--- config.mk ---
export PLATFORM = sky130hd
export DESIGN_NAME = hql_ram
export DESIGN_NICKNAME = d
export VERILOG_FILES = /design/src/sv/hql_ram.sv
export SDC_FILE = /design/constraint.sdc
export NUM_CORES = 1
export LEC_CHECK = 0
export BUFFER_PORTS_ARGS = -buffer_cell sky130_fd_sc_hd__buf_2
export CELL_PAD_IN_SITES_DETAIL_PLACEMENT = 1
export CELL_PAD_IN_SITES_GLOBAL_PLACEMENT = 2
export CORE_MARGIN = 2
export CORE_UTILIZATION = 36
export DETAILED_ROUTE_END_ITERATION = 10
export PLACE_DENSITY = 0.63
export SLEW_MARGIN = 20
export SYNTH_ARGS = -nofsm -noshare
export SYNTH_HDL_FRONTEND = slang
export SYNTH_SLANG_ARGS = --single-unit
export TNS_END_PERCENT = 20
--- constraint.sdc ---
create_clock -name i_clk -period 3.6 [get_ports i_clk]
set_input_delay 0 -clock i_clk [delete_from_list [all_inputs] [get_ports i_clk]]
set_output_delay 0 -clock i_clk [all_outputs]
set_load 0.1 [all_outputs]
--- src/sv/hql_ram.sv ---
// Generic simple dual-port RAM: one write port, one read port, registered read.
// No dependencies.
module hql_ram #(
    parameter int WIDTH = 8,
    parameter int DEPTH = 16
) (
    input  logic                     i_clk,
    input  logic                     i_we,
    input  logic [$clog2(DEPTH)-1:0] i_waddr,
    input  logic [WIDTH-1:0]         i_wdata,
    input  logic [$clog2(DEPTH)-1:0] i_raddr,
    output logic [WIDTH-1:0]         o_rdata
);

    logic [WIDTH-1:0] r_mem [DEPTH];
    logic [WIDTH-1:0] r_rdata;

    always_ff @(posedge i_clk) begin
        if (i_we) begin
            r_mem[i_waddr] <= i_wdata;
        end
        r_rdata <= r_mem[i_raddr];
    end

    assign o_rdata = r_rdata;

endmodule

Yosys cells after proc, flatten, opt, wreduce, memory -nomap -nowiden
Memories as Yosys holds them, arrays and structs flattened. A register that Yosys moved wholly into a read port is not among the register bits.
Cells that the tools add are included.

operators by class
  equal/unequal tests = 0
  add/subtract/negate cells = 0
  multiply operators = 0
  div/mod/pow operators = 0
  order comparisons = 0
  bitwise operators = 0
  shifts and indexed selects = 0
  muxes and demuxes = 2
  reductions and logical operators = 0

operators by type and width
  cell     count
  $mux W1  2

storage, ports and cells
  bits in writable memories = 128
  bits in read-only memories = 0
  memories = 1
  latch bits = 0
  register bits after elaboration = 0

memories
  name   words  bits a word  rd ports  clocked after Yosys merged registers in  write ports  line  RTL
  r_mem  16     8            1         1                                        1            15    logic [WIDTH-1:0] r_mem [DEPTH];

Longest topological paths before layout
  depth in word-level cells = 2
  gate-level depth with buffers = 5

Worst setup path after synthesis
OpenSTA, ideal clock, no wires.

  kind = input to register
  start point = input port i_waddr[2]
  end point = memory r_mem[0][0] (enable)
  setup slack = 2,107 ps
  arrival time = 1,110 ps
  path buffers = 0
  library setup time = 383 ps
  stages on the path = 2
  cell sequence = or3b_2 > nor3_1

RTL lines
  item         line  RTL
  from (decl)  9     input logic [$clog2(DEPTH)-1:0] i_waddr,
  to (decl)    15

No word-level cell before the write port.

==> out/results.ini <==
[grt]
overflow = 0
grt_max_degree = 33
grt_pass1_wl_mm = 16.0
grt_usage = 0.158
antenna_found_initial = 0
grt_pass1_vias = 2528

[worst_setup_path]
endpoint_kind = register
critPathLaunchType = register
r2r_start = r_mem[1][1]
crit_type = register to register
reg2reg_slack_ps = 2190
cp_cell_sequence = mux4_1 > a22oi_1 > nand2_1
reg2reg_to = o_rdata[1]
required_ps = 3890
max_stage_delay_ps = 500
worstRegToRegCells = 3
worst_path_max_delay_cell = mux4_1
cp.arrival_ps = 1700
cp_max_fo = 1

[worst_hold_path]
whs_endpoint = r_mem[0][4]
hold_class = primary input to register
hold_start = i_waddr[0]
hold_depth = 2

[floorplanning]
dieArea_sq_um = 15300
dieWidth_um = 124
ios = 26
initial_core_util = 0.369
core_area_sq_um = 13900
rows = 43
die_h_um = 124

[sta]
fmax_mhz = 707
slew_headroom = 0.376
hold_viol_final = 0
period_share = 0.393
fin_skew_ps = 3.25
finalCriticalPeriod_ps = 1410
finalSetupViolations = 0
final.setup.tns_ps = 0
rsz0062_at_grt = false
setup_ws_ps = 2190
worstMarginPinSlew_ps = 932
slew_viol_final = 0
hold_ws_ps = 53.6

[power]
ir_worst_vdd_v = 0.000319
power.density_nw_per_um2 = 609
p_total_mw = 3.73
p_leak_nw = 2.03

[place]
numPortBuffers = 25
place_ws_ps = 1670
hpwlAfterDp_mm = 6.69
placed_area_sq_um = 5450
dpl.cell_count = 429
gp_congestion = 0.684

[final_layout]
n_antenna_cell = 0
area.growth.synth_to_final_pct = 18.9
drive_above_1_share = 0.277
finalNonFillerCells = 469
design_area_sq_um = 6120
nFillCells = 1292
utilization = 0.439
mostFrequentLayoutCell = edfxtp_1
layout.nets = 294
seqCellArea_sq_um = 4000
final_cell_mix = edfxtp_1, buf_2, mux4_2
multi_input_area_sq_um = 1060

[logic_synthesis]
ys_warn_count = 0
ys_types = 19
netlist_instances = 229
yosysSeqAreaShare = 0.778
synth_nets = 247
postSynthAreaPerCell_sq_um = 22.5
ys_ff_latch = 136
netlist_area_sq_um = 5150

[drt]
drt-total-wl_mm = 10.7
postRouteAntennaNets = 0
first_pass_iters = 4
wire_per_inst_um = 22.9
vias = 2402
route.detailed.drc = 0
dr.first_iter.drc_count = 178
viasPerCell = 5.12

[cts]
cts_tree = done
clk_path_buf_depth = 2
clk-insertion-delay-late_ps = 410
cts.sinks = 136
clkTransAtPathRegs_ps = 60
cts_buffers = 17
clock-root-buffer = clkbuf_16
cts-htree-levels = 4
post_cts_buffers = 0

[job]
cap_violations = 0

[run_status]
status = complete, no violations

## cell usage after synthesis
library cell	n	area (sq um)
edfxtp_1	128	3840
mux4_2	18	405
a22oi_1	16	120
mux4_1	14	368
nor2_1	13	48.8
nand2_1	9	33.8
dfxtp_1	8	160
nor3_1	4	20.0
buf_2	3	15.0
buf_6	3	33.8
clkdlybuf4s25_2	3	30.0
nand2b_1	2	12.5
nand3b_1	2	15.0
and2_1	1	6.26
and2b_1	1	7.51
buf_4	1	7.51
nand3_1	1	5.00
nor2b_1	1	6.26
or3b_2	1	8.76
## layer usage
metal	routed length, um	track usage
met1	4690	0.206
met3	425	0.0343
met4	188	0.0724
met5	0	0
met2	5440	0.253
## worst max-delay path by stage
stage,from,endpoint,slack (ps),depth (start not counted)
after floorplan,i_waddr[2],r_mem[0][0],2110,2
final,r_mem[1][1],o_rdata[1],2190,3
after global placement,i_waddr[2],r_mem[0][1],1700,3
after global routing,i_raddr[0],o_rdata[3],2090,5
after detailed placement,i_waddr[2],r_mem[0][2],1670,3
after CTS,i_waddr[2],r_mem[0][1],2080,3
## power breakdown
part | leakage, nW | total [mW] | switching [mW] | internal (mW)
logic | 0.530 | 0.241 | 0.170 | 0.0706
clock network | 0.275 | 1.70 | 0.630 | 1.07
registers | 1.22 | 1.78 | 0.0118 | 1.77
## timing repair
item | 4_1_cts | 5_1_grt
gates resized for setup | 0 | 0
endpoints found under the hold margin | 127 | 0
hold buffers | 8 | 0
## logic make-up after synthesis
family                 after synthesis  synth area share
and+or+nand+nor                     35            0.0318
muxes                               32             0.150
AOI/OAI and AO/OA                   16            0.0233
buffers and inverters               10            0.0168
DFF                                136             0.778
## final cells by class
class | instances | share of cell area
multi-input combinational | 83 | 0.174
tap | 180 | 0.0368
timing repair buffer | 38 | 0.0397
clock buffer | 17 | 0.0695
clock inverter | 15 | 0.0262
sequential | 136 | 0.654
## critical path: cells and delay by family, from the launching register on
kind / cells / cell delay (ps)
simple gates: 1 / 120
flops: 1 / 370
mux: 1 / 500
compound gates: 1 / 300
## sequential cells by signal, indices dropped and copies added (netlist names)
| register | flops |
|---|---|
| r_mem | 128 |
| o_rdata | 8 |
Power figures use the tool's default switching activity.
