[config.mk]
export PLATFORM = sky130hd
export DESIGN_NAME = hql_alu
export DESIGN_NICKNAME = d
export VERILOG_FILES = /design/src/sv/hql_pkg.sv /design/src/sv/hql_alu.sv
export SDC_FILE = /design/constraint.sdc
export NUM_CORES = 1
export LEC_CHECK = 0
export BUFFER_PORTS_ARGS = -buffer_cell sky130_fd_sc_hd__buf_2
export CORE_UTILIZATION = 50
export DETAILED_ROUTE_END_ITERATION = 8
export PLACE_DENSITY = 0.75
export SYNTH_ARGS = -nofsm -noshare
export SYNTH_HDL_FRONTEND = slang
export SYNTH_SLANG_ARGS = --single-unit
[constraint.sdc]
create_clock -name vclk -period 7.3
set_input_delay 2.19 -clock vclk [all_inputs]
set_output_delay 2.19 -clock vclk [all_outputs]
set_load 0.01 [all_outputs]
[src/sv/hql_pkg.sv]
// Shared types and constants for the hierarchical quota ledger.
// No dependencies; imported by hql_alu, the top level and the testbench.
package hql_pkg;

    localparam int HQL_NUM_ACCOUNTS = 64;
    localparam int HQL_MAX_DEPTH    = 16;

    localparam int ID_W     = 6;
    localparam int AMOUNT_W = 32;
    localparam int VALUE_W  = 64;

    typedef enum logic [2:0] {
        REQ_CREATE    = 3'd0,
        REQ_RESERVE   = 3'd1,
        REQ_UNRESERVE = 3'd2,
        REQ_SET_LIMIT = 3'd3,
        REQ_READ      = 3'd4
    } t_req;

    typedef enum logic [2:0] {
        ST_OK        = 3'd0,
        ST_LIMIT     = 3'd1,
        ST_UNDERFLOW = 3'd2,
        ST_DEEP      = 3'd3,
        ST_INVALID   = 3'd4
    } t_status;

    typedef enum logic {
        ALU_ADD = 1'b0,
        ALU_SUB = 1'b1
    } t_alu_op;

    // One account as stored in the table RAM.
    typedef struct packed {
        logic               valid;
        logic               has_parent;
        logic [ID_W-1:0]    parent;
        logic [VALUE_W-1:0] limit;
        logic [VALUE_W-1:0] used;
    } t_entry;

endpackage

[src/sv/hql_alu.sv]
// Shared 64-bit add/subtract unit used for every per-account check and update.
// Depends on hql_pkg.
module hql_alu
    import hql_pkg::*;
(
    input  t_alu_op            i_op,
    input  logic [VALUE_W-1:0] i_a,
    input  logic [VALUE_W-1:0] i_b,
    output logic [VALUE_W-1:0] o_res,
    output logic               o_flag   // carry out on add, borrow on subtract
);

    logic [VALUE_W:0] sum;

    always_comb begin
        unique case (i_op)
            ALU_ADD: sum = {1'b0, i_a} + {1'b0, i_b};
            ALU_SUB: sum = {1'b0, i_a} + {1'b0, ~i_b} + {{VALUE_W{1'b0}}, 1'b1};
            default: sum = '0;
        endcase
    end

    assign o_res  = sum[VALUE_W-1:0];
    assign o_flag = (i_op == ALU_ADD) ? sum[VALUE_W] : ~sum[VALUE_W];

endmodule

; Word-level counts from Yosys, hierarchy flattened
; Index checks and enable logic that the tools add are counted.
[word_totals]
ff_bits = 0
wordCells = 8
[classes]
add_sub_neg = 3
mux = 2
n_bitwise = 3
[op_table]
columns = operator, count
row1 = 64-bit by 64-bit adder with 65-bit output, 2
row2 = 65-bit case mux with 2 select lines, 1
row3 = 65-bit by 1-bit adder with 65-bit output (second input constant), 1
row4 = 64-bit NOT, 1
row5 = 1-bit NOT, 2
row6 = 1-bit 2-to-1 mux, 1

; Depth between registers and ports, before layout
; Gate-level depths: netlist of the first run.
[depth]
word_depth = 6
ltp_mapped = 14
depth_no_buf = 13

; Worst setup path after synthesis of the first run
; OpenSTA, ideal clock, no wires.
[synth_path]
kind = input-to-output
start = input i_b[12]
end = output o_flag
t_arrival_ps = 4753
t_required_ps = 5110
path_slack_ps = 357
stages = 13
n_path_buf = 1
path_cell_list = inv_1 -> ha_1 -> buf_6 -> or4_4 -> nand3b_4 -> a311oi_2 -> nor3_2 -> nor4_4 -> o211ai_2 -> o211ai_2 -> o31a_2 -> a21oi_1 -> a2111oi_2
[synth_between]
elab_chain_cells = 6
elab_cells_between_ends = 7
[synth_rtl]
columns = item, line
row1 = "start, declared", hql_alu.sv:8  ; input logic [VALUE_W-1:0] i_b,
row2 = 64-bit NOT, hql_alu.sv:18  ; ALU_SUB: sum = {1'b0, i_a} + {1'b0, ~i_b} + {{VALUE_W{1'b0}}, 1'b1};
row3 = 64-bit by 64-bit adder with 65-bit output, hql_alu.sv:18
row4 = 65-bit by 1-bit adder with 65-bit output, hql_alu.sv:18
row5 = 65-bit case mux with 2 select lines *, hql_alu.sv:16  ; unique case (i_op)
row6 = 1-bit NOT, hql_alu.sv:24  ; assign o_flag = (i_op == ALU_ADD) ? sum[VALUE_W] : ~sum[VALUE_W];
row7 = 1-bit 2-to-1 mux *, hql_alu.sv:24
row8 = "end, declared", hql_alu.sv:10  ; output logic o_flag
; Mark *: on every way between the ends. The rest lies on a longest branch, timed or not.

; Worst setup path in the final report of the first run
[layout_path]
start = input i_a[0]
end = output o_res[12]
[layout_between]
elab_chain_cells = 3
elab_cells_between_ends = 4
[layout_rtl]
columns = item, line
row1 = "start, declared", hql_alu.sv:7  ; input logic [VALUE_W-1:0] i_a,
row2 = 64-bit by 64-bit adder with 65-bit output, hql_alu.sv:18
row3 = 65-bit by 1-bit adder with 65-bit output, hql_alu.sv:18
row4 = 65-bit case mux with 2 select lines *, hql_alu.sv:16
row5 = "end, declared", hql_alu.sv:9  ; output logic [VALUE_W-1:0] o_res,
; Marked as above.

==> results of run 1 <==
final timing paths:
kind,from,endpoint,slack (ns),cells past startpoint
worst max-delay path,i_a[0],o_res[12],-0.09,16
worst min-delay path,i_b[0],o_res[0],4.79,4
per-stage QoR:
stage / total power [W] / worst slack [ns] / setup TNS, ns
2_1_floorplan: 0.0005983 / 0.3570 / 0
3_3_place_gp: 0.001020 / -0.2524 / -1.616
3_5_place_dp: 0.001023 / -0.2031 / -1.707
4_1_cts: 0.001052 / -0.004990 / -0.004990
5_1_grt: 0.001250 / -0.2800 / -1.044
6_report: 0.001171 / -0.09401 / -0.1524
layer usage:
metal / part of all wire / wire (µm) / GRT usage
met5: 0 / 0 / 0
met2: 0.46 / 16630 / 0.6377
met1: 0.41 / 14930 / 0.5246
met4: 0.028 / 1018 / 0.08301
met3: 0.10 / 3642 / 0.04938
cells in the mapped netlist (all sizes together), types with 6 or more instances:
library cell  number
a311oi             6
a21oi            177
a221oi             6
nand2b            17
o21a               8
o211ai            17
nand2             92
xor2               8
a21o              16
o21ai             87
nand3             29
ha               128
nor2b             18
nand4             36
o21bai            32
o31ai             32
a211o              6
a31oi             23
or2                8
xnor2             54
nor4              30
or4                7
o221ai             7
a2111oi            8
a211oi            15
buf               25
clkbuf            43
and2               6
nor2             145
a22oi              7
nor3              35
inv              132
power by group through the flow:
stage	Combinational (W)	Clock (W)	Sequential (W)
6_report	0.00117	0	0
5_1_grt	0.00125	0	0
4_1_cts	0.00105	0	0
3_5_place_dp	0.00102	0	0
3_3_place_gp	0.00102	0	0
2_1_floorplan	0.000598	0	0
logic make-up after synthesis:
kind of cell / Yosys count / share of synthesized area
AOI/OAI and AO/OA: 483 / 0.3737
and+or+nand+nor: 445 / 0.2669
buffers and inverters: 201 / 0.09511
adders and majority gates: 130 / 0.1968
xor gates and xnor gates: 62 / 0.06511
muxes: 2 / 0.002400
critical path: stages:
cell and delay (ns):
buf_2 0.12, ha_2 0.19, fa_2 0.34, nor2b_1 0.17, o21ai_2 0.18, buf_4 0.14, buf_4 0.09, a31oi_1 0.09
o21ai_0 0.18, nand2b_1 0.10, a21oi_1 0.19, o21bai_1 0.14, a2111oi_0 0.56, a211oi_1 0.14, xnor2_1 0.22, buf_2 0.17
final cells by class:
class	instances	area, µm²
multi-input cells	1122	8328
fillers	1297	4049
inverters	133	504.2
repair buffers	430	2907
well taps	216	270.3
timing repair:
item,4_1_cts,5_1_grt
buffers inserted,2,25
endpoints found under the hold margin,0,0
resized for setup,46,137
pin swaps,21,72
endpoints found under the setup margin,25,31
==> results.sh, run 1 <==
export IMPL_core_um2=16060
export IMPL_hold_ws_ns=4.788
export IMPL_hold_path_class="primary input to output pin"
export IMPL_crit_fanout=2
export IMPL_antenna_found_initial=0
export IMPL_vdd_ir_drop_max_mv=0.05918
export IMPL_dp_hpwl_mm=28.88
export IMPL_fp_dieH_um=131.2
export IMPL_drt_first_pass_iters=6
export IMPL_cp_start_kind="primary input"
export IMPL_ys_types=85
export IMPL_syn_to_final_growth_pct=43.98
export IMPL_die_area_um2=17200
export IMPL_postLayoutCoreUtil=0.7479
export IMPL_fin_crit_ns=7.394
export IMPL_dpl_cell_area_um2=10860
export IMPL_yosysTopAreaCellShare=0.1920
export IMPL_ys_warn_count=0
export IMPL_fin_ws_ns=-0.09401
export IMPL_arrival_ns=5.20
export IMPL_num_rows=46
export IMPL_tightest_slew_ns=0.7296
export IMPL_diodes=0
export IMPL_failed_checks="negative setup slack"
export IMPL_finalSetupViolCount=4
export IMPL_remaining_drc_errors=0
export IMPL_rsz0062_at_grt="yes"
export IMPL_grt_remaining_overflow=0
export IMPL_grt_max_degree=60
export IMPL_combPwrFrac=1.000
export IMPL_placement_io_buffers=194
export IMPL_synth_net_count=1582
export IMPL_first_global_vias=10946
export IMPL_slew_violations=0
export IMPL_synth_top_area_cell="ha_1"
export IMPL_synth_area_per_cell_um2=6.304
export IMPL_drive_gt1_frac=0.3418
export IMPL_drtAntennaViolNets=0
export IMPL_wl_per_cell_um=19.05
export IMPL_via_per_inst=6.284
export IMPL_die_x_um=131.2
export IMPL_p_switching_w=0.0006706
export IMPL_final_nets=1946
export IMPL_dr_total_vias=11946
export IMPL_ios=194
export IMPL_ys_seq_area_frac=0
export IMPL_final_cell_mix="buf_4, buf_2, a21oi_1, nor2_1, inv_1"
export IMPL_maxSlewHeadroom=0.5098
export IMPL_maxCapViolCount=0
export IMPL_ff_latch_area_um2=0
export IMPL_finalNonFillerCells=1901
export IMPL_stdcell_area_um2=12010
export IMPL_synth_top_cells_by_area="ha_1, a21oi_1, nor2_1, inv_1, xnor2_1"
export IMPL_hold_viol_final=0
export IMPL_gp_congestion=1.011
export IMPL_path_class="primary input to output pin"
export IMPL_n_clock_buffer=0
export IMPL_drt_wl_total_mm=36.22
export IMPL_p_leak_nw=5.530
export IMPL_p_clk_frac=0
export IMPL_clock_fmax_mhz=135.2
export IMPL_seq_cells=0
export IMPL_synthCells=1323
export IMPL_dp_cells=1875
export IMPL_grt_usage=0.3843
export IMPL_netSwitchingFraction=0.5725
export IMPL_final_common_cell="buf_4"
export IMPL_start_util=0.5194
export IMPL_synth_cell_area_um2=8340
export IMPL_status="finished with violations"
export IMPL_p_seq_frac=0
export IMPL_grt_first_pass_wirelength_mm=55.10
export IMPL_drtIter0Drc=1458
export IMPL_p_int_w=0.0005008
export IMPL_hold_buffers=0
export IMPL_power_density_nw_per_um2=97.54
export IMPL_critPathRequiredTime_ns=5.11
export IMPL_post_route_period_util=1.013
export IMPL_critPathCaptureType="output pin"
Note: power is estimated with default switching activity, not from simulation.
==> run 2: changes to the inputs <==
Settings changed: SETUP_SLACK_MARGIN set to 0.2.
==> run 2 against run 1 <==
- the flow still finishes with violations (negative setup slack)
- die area did not move
- core utilization rose by 4.3 points
- critical path depth rose by 1
- sequential share of layout area did not move
- cell count rose by 1.3%
- count of clock-buffer cells in the layout did not move
- via count rose by 4.3%
- critical endpoint is now o_res[50]
- highest routed layer unchanged
==> results.sh, run 2 (synthesis results as in run 1) <==
export IMPL_status="finished with violations"
export IMPL_failed_checks="negative setup slack"
export IMPL_drtIter0Drc=1620
export IMPL_cpMostUsedCell="buf_4"
export IMPL_path_buf_inv=6
export IMPL_gp_congestion=1.011
export IMPL_cp_start_kind="primary input"
export IMPL_die_area_um2=17200
export IMPL_arrival_ns=5.21
export IMPL_drive_gt1_frac=0.3827
export IMPL_multi_input_area_um2=8702
export IMPL_drt_first_pass_iters=8
export IMPL_maxCapViolCount=0
export IMPL_grt_first_pass_wirelength_mm=57.35
export IMPL_p_switching_w=0.0007106
export IMPL_hold_path_class="primary input to output pin"
export IMPL_finalSetupViolCount=11
export IMPL_slew_violations=0
export IMPL_vdd_ir_drop_max_mv=0.06081
export IMPL_final_common_cell="buf_4"
export IMPL_pre_cts_slack_ns=-0.2031
export IMPL_crit_family="simple AND/OR/NAND/NOR gates"
export IMPL_crit_fanout=3
export IMPL_tightest_slew_ns=0.7623
export IMPL_start_util=0.5194
export IMPL_core_um2=16060
export IMPL_fillers=1167
export IMPL_seq_cells=0
export IMPL_fin_crit_ns=7.402
export IMPL_placement_io_buffers=194
export IMPL_ff_latch_area_um2=0
export IMPL_drt_wl_total_mm=38.47
export IMPL_cp_slowest_cell="or4_4"
export IMPL_num_rows=46
export IMPL_p_clk_frac=0
export IMPL_die_x_um=131.2
export IMPL_drtAntennaViolNets=0
export IMPL_critPathRequiredTime_ns=5.11
export IMPL_grt_max_degree=60
export IMPL_p_seq_frac=0
export IMPL_via_per_inst=6.470
export IMPL_combPwrFrac=1.000
export IMPL_grt_usage=0.4002
export IMPL_fin_ws_ns=-0.1025
export IMPL_dp_cells=1875
export IMPL_dp_hpwl_mm=28.88
export IMPL_hold_viol_final=0
export IMPL_remaining_drc_errors=0
export IMPL_p_int_w=0.0005406
export IMPL_hold_buffers=0
export IMPL_post_route_period_util=1.014
export IMPL_maxSlewHeadroom=0.4918
export IMPL_dr_total_vias=12461
export IMPL_critPathCaptureType="output pin"
export IMPL_fp_dieH_um=131.2
export IMPL_clock_fmax_mhz=135.1
export IMPL_finalNonFillerCells=1926
export IMPL_final_nets=1970
export IMPL_final_cell_mix="buf_4, buf_2, a21oi_1, nor2_1, inv_1"
export IMPL_grt_remaining_overflow=0
export IMPL_path_class="primary input to output pin"
export IMPL_crit_chain="buf_8, inv_4, ha_4, or4_4, nand3b_4, a311oi_2, buf_4, nor4_4, nor3_2, a31o_2, a31oi_1, buf_4, buf_6, a21oi_4, o21ai_2, xnor2_1, buf_2"
export IMPL_first_global_vias=11394
export IMPL_cpPeakStageDelay_ns=0.52
export IMPL_n_clock_buffer=0
export IMPL_ios=194
export IMPL_rsz0062_at_grt="yes"
export IMPL_wl_per_cell_um=19.97
export IMPL_p_leak_nw=5.747
export IMPL_netSwitchingFraction=0.5680
export IMPL_power_density_nw_per_um2=98.52
export IMPL_syn_to_final_growth_pct=52.27
export IMPL_antenna_found_initial=1
==> run 2: cell count changes in the layout (fill, tap and decap cells not counted), sizes merged <==
cell,before,now
diode,0,1
buf,430,454
==> run 2: path summary, 6_finish.rpt <==
kind / cells after the start / slack (ns) / endpoint / start
hold / removal: 4 / 4.74 / o_res[0] / i_b[0]
setup / recovery: 17 / -0.10 / o_res[50] / i_b[12]
==> run 2: timing repair <==
item / 4_1_cts / 5_1_grt
cloned: 0 / 0
buffers inserted: 23 / 27
setup endpoints to repair: 37 / 38
pin swaps: 67 / 92
gates resized for setup: 148 / 150
==> run 2: area by class of cell <==
class,count,area share
diodes,1,0.0001970
well taps,216,0.02128
inverters,133,0.04049
repair buffers,454,0.2528
multi-input cells,1122,0.6852
==> run 2: metal layers <==
layer  routed length, µm  vias up  GRT usage
met1               15050     5688     0.5301
met4                1665        0     0.1065
met5                   0        -          0
li1                    -     5596          -
met3                4298      191    0.05826
met2               17450      986     0.6702
==> run 2: through the flow <==
step	area (µm²)	util	power [W]	hold slack (ns)	TNS (ns)
after floorplan	8341	-	0.0005983	4.528	0
after global placement	10860	0.6766	0.001020	4.735	-1.616
after detailed placement	10860	0.6766	0.001023	4.746	-1.707
after CTS	11810	0.7354	0.001111	4.759	0
after global routing	12700	0.7909	0.001322	4.756	-2.045
final	12700	0.7909	0.001251	4.739	-0.6757
==> run 2: power by group through the flow <==
stage / sequential, W / combinational, W / clock, W
CTS: 0 / 0.00111 / 0
global placement: 0 / 0.00102 / 0
global route: 0 / 0.00132 / 0.0000000000183
detailed placement: 0 / 0.00102 / 0
finish: 0 / 0.00125 / 0.0000000000183
floorplan: 0 / 0.000598 / 0
==> run 3: changes to the inputs <==
Clock period 7.3 ns to 6.9 ns, I/O delays scaled along.
==> run 3 against run 2 <==
- synthesized cell count is the same
- the run now fails in 5_1_grt
- area after synthesis is the same
==> results.sh, run 3 <==
export IMPL_start_util=0.5194
export IMPL_synth_most_common_cell="a21oi_1"
export IMPL_worst_path_end_type="primary output"
export IMPL_ys_types=85
export IMPL_placement_io_buffers=194
export IMPL_grt_worst_setup_endpoint="o_res[49]"
export IMPL_stop_error="[ERROR GRT-0232] Routing congestion too high. Check the congestion heatmap in the GUI."
export IMPL_status="did not finish"
export IMPL_synthCells=1323
export IMPL_grt_max_degree=59
export IMPL_synth_top_area_cell="ha_1"
export IMPL_grt_usage=0.7133
export IMPL_synth_area_per_cell_um2=6.304
export IMPL_yosysTopAreaCellShare=0.1920
export IMPL_hold_buffers=0
export IMPL_ys_top_cells_by_count="a21oi_1, nor2_1, inv_1"
export IMPL_dp_cells=1951
export IMPL_ys_warn_count=0
export IMPL_dp_hpwl_mm=30.41
export IMPL_synth_cell_area_um2=8340
export IMPL_lastStage="5_1_grt"
export IMPL_ys_seq_area_frac=0
export IMPL_die_x_um=131.2
export IMPL_grt_remaining_overflow=143
export IMPL_num_rows=46
export IMPL_ios=194
export IMPL_synth_net_count=1582
export IMPL_gp_congestion=1.038
export IMPL_dpl_cell_area_um2=11430
export IMPL_fp_dieH_um=131.2
export IMPL_synth_top_cells_by_area="ha_1, a21oi_1, nor2_1, inv_1, xnor2_1"
-- run 3: cell families after synthesis --
| group | synth area share |
|---|---|
| compound gates | 0.3737 |
| xor+xnor | 0.06511 |
| fa+ha+maj | 0.1968 |
| buf+inv | 0.09511 |
| mux | 0.002400 |
| simple gates | 0.2669 |
-- run 3: repair_timing --
item                                    in CTS
pin swaps                                  128
buffers inserted                            60
resized for setup                          263
endpoints found under the hold margin        0
endpoints found under the setup margin      44
-- run 3: metal layers --
| metal | global-route usage | overflow |
|---|---|---|
| met1 | 0.7338 | 0 |
| met2 | 0.9155 | 90 |
| met3 | 0.5085 | 2 |
| met4 | 0.6791 | 51 |
| met5 | 0.1608 | 0 |
-- run 3: stage by stage --
step           setup WS, ns  hold WS (ns)
2_1_floorplan        0.2470         4.288
3_3_place_gp        -0.5816         4.515
3_5_place_dp        -0.5735         4.510
4_1_cts             -0.2490         4.555
==> run 4: changes to the inputs <==
Settings changed: CORE_UTILIZATION 50 to 35, PLACE_DENSITY 0.75 to unset, PLACE_DENSITY_LB_ADDON set to 0.15, SETUP_SLACK_MARGIN 0.2 to unset.
==> run 4 against run 3 <==
- the flow now finishes, with violations (negative setup slack)
==> results.sh, run 4 (synthesis results as in run 1) <==
export IMPL_p_clk_frac=0
export IMPL_final_nets=2084
export IMPL_ff_latch_area_um2=0
export IMPL_cp_slowest_cell="fa_2"
export IMPL_min_to="o_res[0]"
export IMPL_final_cell_mix="buf_4, buf_2, a21oi_1, nor2_1, inv_1"
export IMPL_gp_congestion=0.9843
export IMPL_grt_usage=0.3002
export IMPL_rsz0062_at_grt="yes"
export IMPL_p_switching_w=0.0007571
export IMPL_die_area_um2=24450
export IMPL_combPwrFrac=1.000
export IMPL_power_density_nw_per_um2=100.7
export IMPL_failed_checks="negative setup slack"
export IMPL_core_um2=23400
export IMPL_dr_total_vias=11985
export IMPL_vdd_ir_drop_max_mv=0.05037
export IMPL_num_rows=56
export IMPL_antenna_found_initial=0
export IMPL_ios=194
export IMPL_slew_violations=0
export IMPL_cpMostUsedCell="buf_4"
export IMPL_p_seq_frac=0
export IMPL_hold_path_class="primary input to output pin"
export IMPL_seq_cells=0
export IMPL_grt_max_degree=45
export IMPL_fin_crit_ns=6.986
export IMPL_arrival_ns=4.92
export IMPL_n_clock_buffer=0
export IMPL_finalSetupViolCount=14
export IMPL_via_per_inst=5.595
export IMPL_drt_first_pass_iters=8
export IMPL_syn_to_final_growth_pct=64.45
export IMPL_critPathCaptureType="output pin"
export IMPL_drtAntennaViolNets=0
export IMPL_dp_hpwl_mm=31.49
export IMPL_hp_start="i_b[0]"
export IMPL_fillers=2347
export IMPL_worstSetupStartpoint="i_b[0]"
export IMPL_clock_fmax_mhz=143.1
export IMPL_first_global_vias=11312
export IMPL_maxCapViolCount=0
export IMPL_diodes=0
export IMPL_tightest_slew_ns=0.8430
export IMPL_maxSlewHeadroom=0.4328
export IMPL_p_leak_nw=6.320
export IMPL_p_int_w=0.0006237
export IMPL_fp_dieH_um=156.4
export IMPL_cpPeakStageDelay_ns=0.38
export IMPL_status="finished with violations"
export IMPL_remaining_drc_errors=0
export IMPL_crit_fanout=3
export IMPL_critPathRequiredTime_ns=4.83
export IMPL_netSwitchingFraction=0.5483
export IMPL_drt_wl_total_mm=39.00
export IMPL_cp_start_kind="primary input"
export IMPL_placement_io_buffers=194
export IMPL_path_buf_inv=6
export IMPL_grt_first_pass_wirelength_mm=58.86
export IMPL_path_class="primary input to output pin"
export IMPL_multi_input_area_um2=8860
export IMPL_postLayoutCoreUtil=0.5861
export IMPL_grt_remaining_overflow=0
export IMPL_start_util=0.3564
export IMPL_drive_gt1_frac=0.4284
export IMPL_worst_path_stages=18
export IMPL_hold_viol_final=0
export IMPL_crit_chain="buf_8, ha_4, fa_2, nor2b_4, o21ai_1, buf_4, a311oi_2, buf_4, nor4_4, nor3_2, a31o_2, buf_6, a21oi_4, nand2b_4, a31oi_1, buf_4, xnor2_4, buf_6"
export IMPL_final_common_cell="buf_4"
export IMPL_hold_depth=4
export IMPL_setup_tns_ns=-0.7200
export IMPL_total_power_w=0.001381
export IMPL_die_x_um=156.4
export IMPL_drtIter0Drc=943
export IMPL_fin_ws_ns=-0.08635
export IMPL_wl_per_cell_um=18.21
export IMPL_post_route_period_util=1.013
export IMPL_crit_family="buffers and inverters"
[run 4: power by group through the flow]
stage | combinational [W] | sequential [W] | clock [W]
3_3_place_gp | 0.00117 | 0 | 0
4_1_cts | 0.00127 | 0 | 0
5_1_grt | 0.00148 | 0 | 0
2_1_floorplan | 0.000633 | 0 | 0
6_report | 0.00138 | 0 | 0
3_5_place_dp | 0.00117 | 0 | 0
[run 4: how the worst max path moves through the flow]
stage	end	slack (ns)
after CTS	o_res[58]	-0.14
after floorplan	o_flag	0.20
final	o_res[42]	-0.09
after global routing	o_res[62]	-0.20
after global placement	o_res[56]	-0.39
after detailed placement	o_res[56]	-0.42
[run 4: metal layers]
| layer | routed length [µm] | GRT usage |
|---|---|---|
| met1 | 17850 | 0.4218 |
| met2 | 17830 | 0.4955 |
| met3 | 2379 | 0.01911 |
| met4 | 937 | 0.07190 |
| met5 | 0 | 0 |
[run 4: stage by stage]
step | instances | hold WS (ns) | setup WS [ns] | area, µm²
6_report | 2142 | 4.485 | -0.08635 | 13720
5_1_grt | 2142 | 4.520 | -0.2048 | 13720
4_1_cts | 2115 | 4.485 | -0.1364 | 12800
3_5_place_dp | 2090 | 4.500 | -0.4169 | 11830
3_3_place_gp | 2090 | 4.500 | -0.3910 | 11830
2_1_floorplan | 1323 | 4.288 | 0.1970 | 8341
[run 4: cell type report]
type | instances | area share
multi-input combinational | 1122 | 0.6460
timing repair buffer | 568 | 0.2880
inverter | 133 | 0.03695
tap | 319 | 0.02910
[run 4: timing repair]
item,in CTS,in global routing
hold buffers,0,0
resized for setup,155,148
cloned,0,0
pin swaps,73,91
setup buffers,25,27
endpoints found under the setup margin,37,38
[run 4: worst min-delay path: stages]
cell and delay, ns:
buf_8 0.08, ha_4 0.11, inv_1 0.03, buf_2 0.12
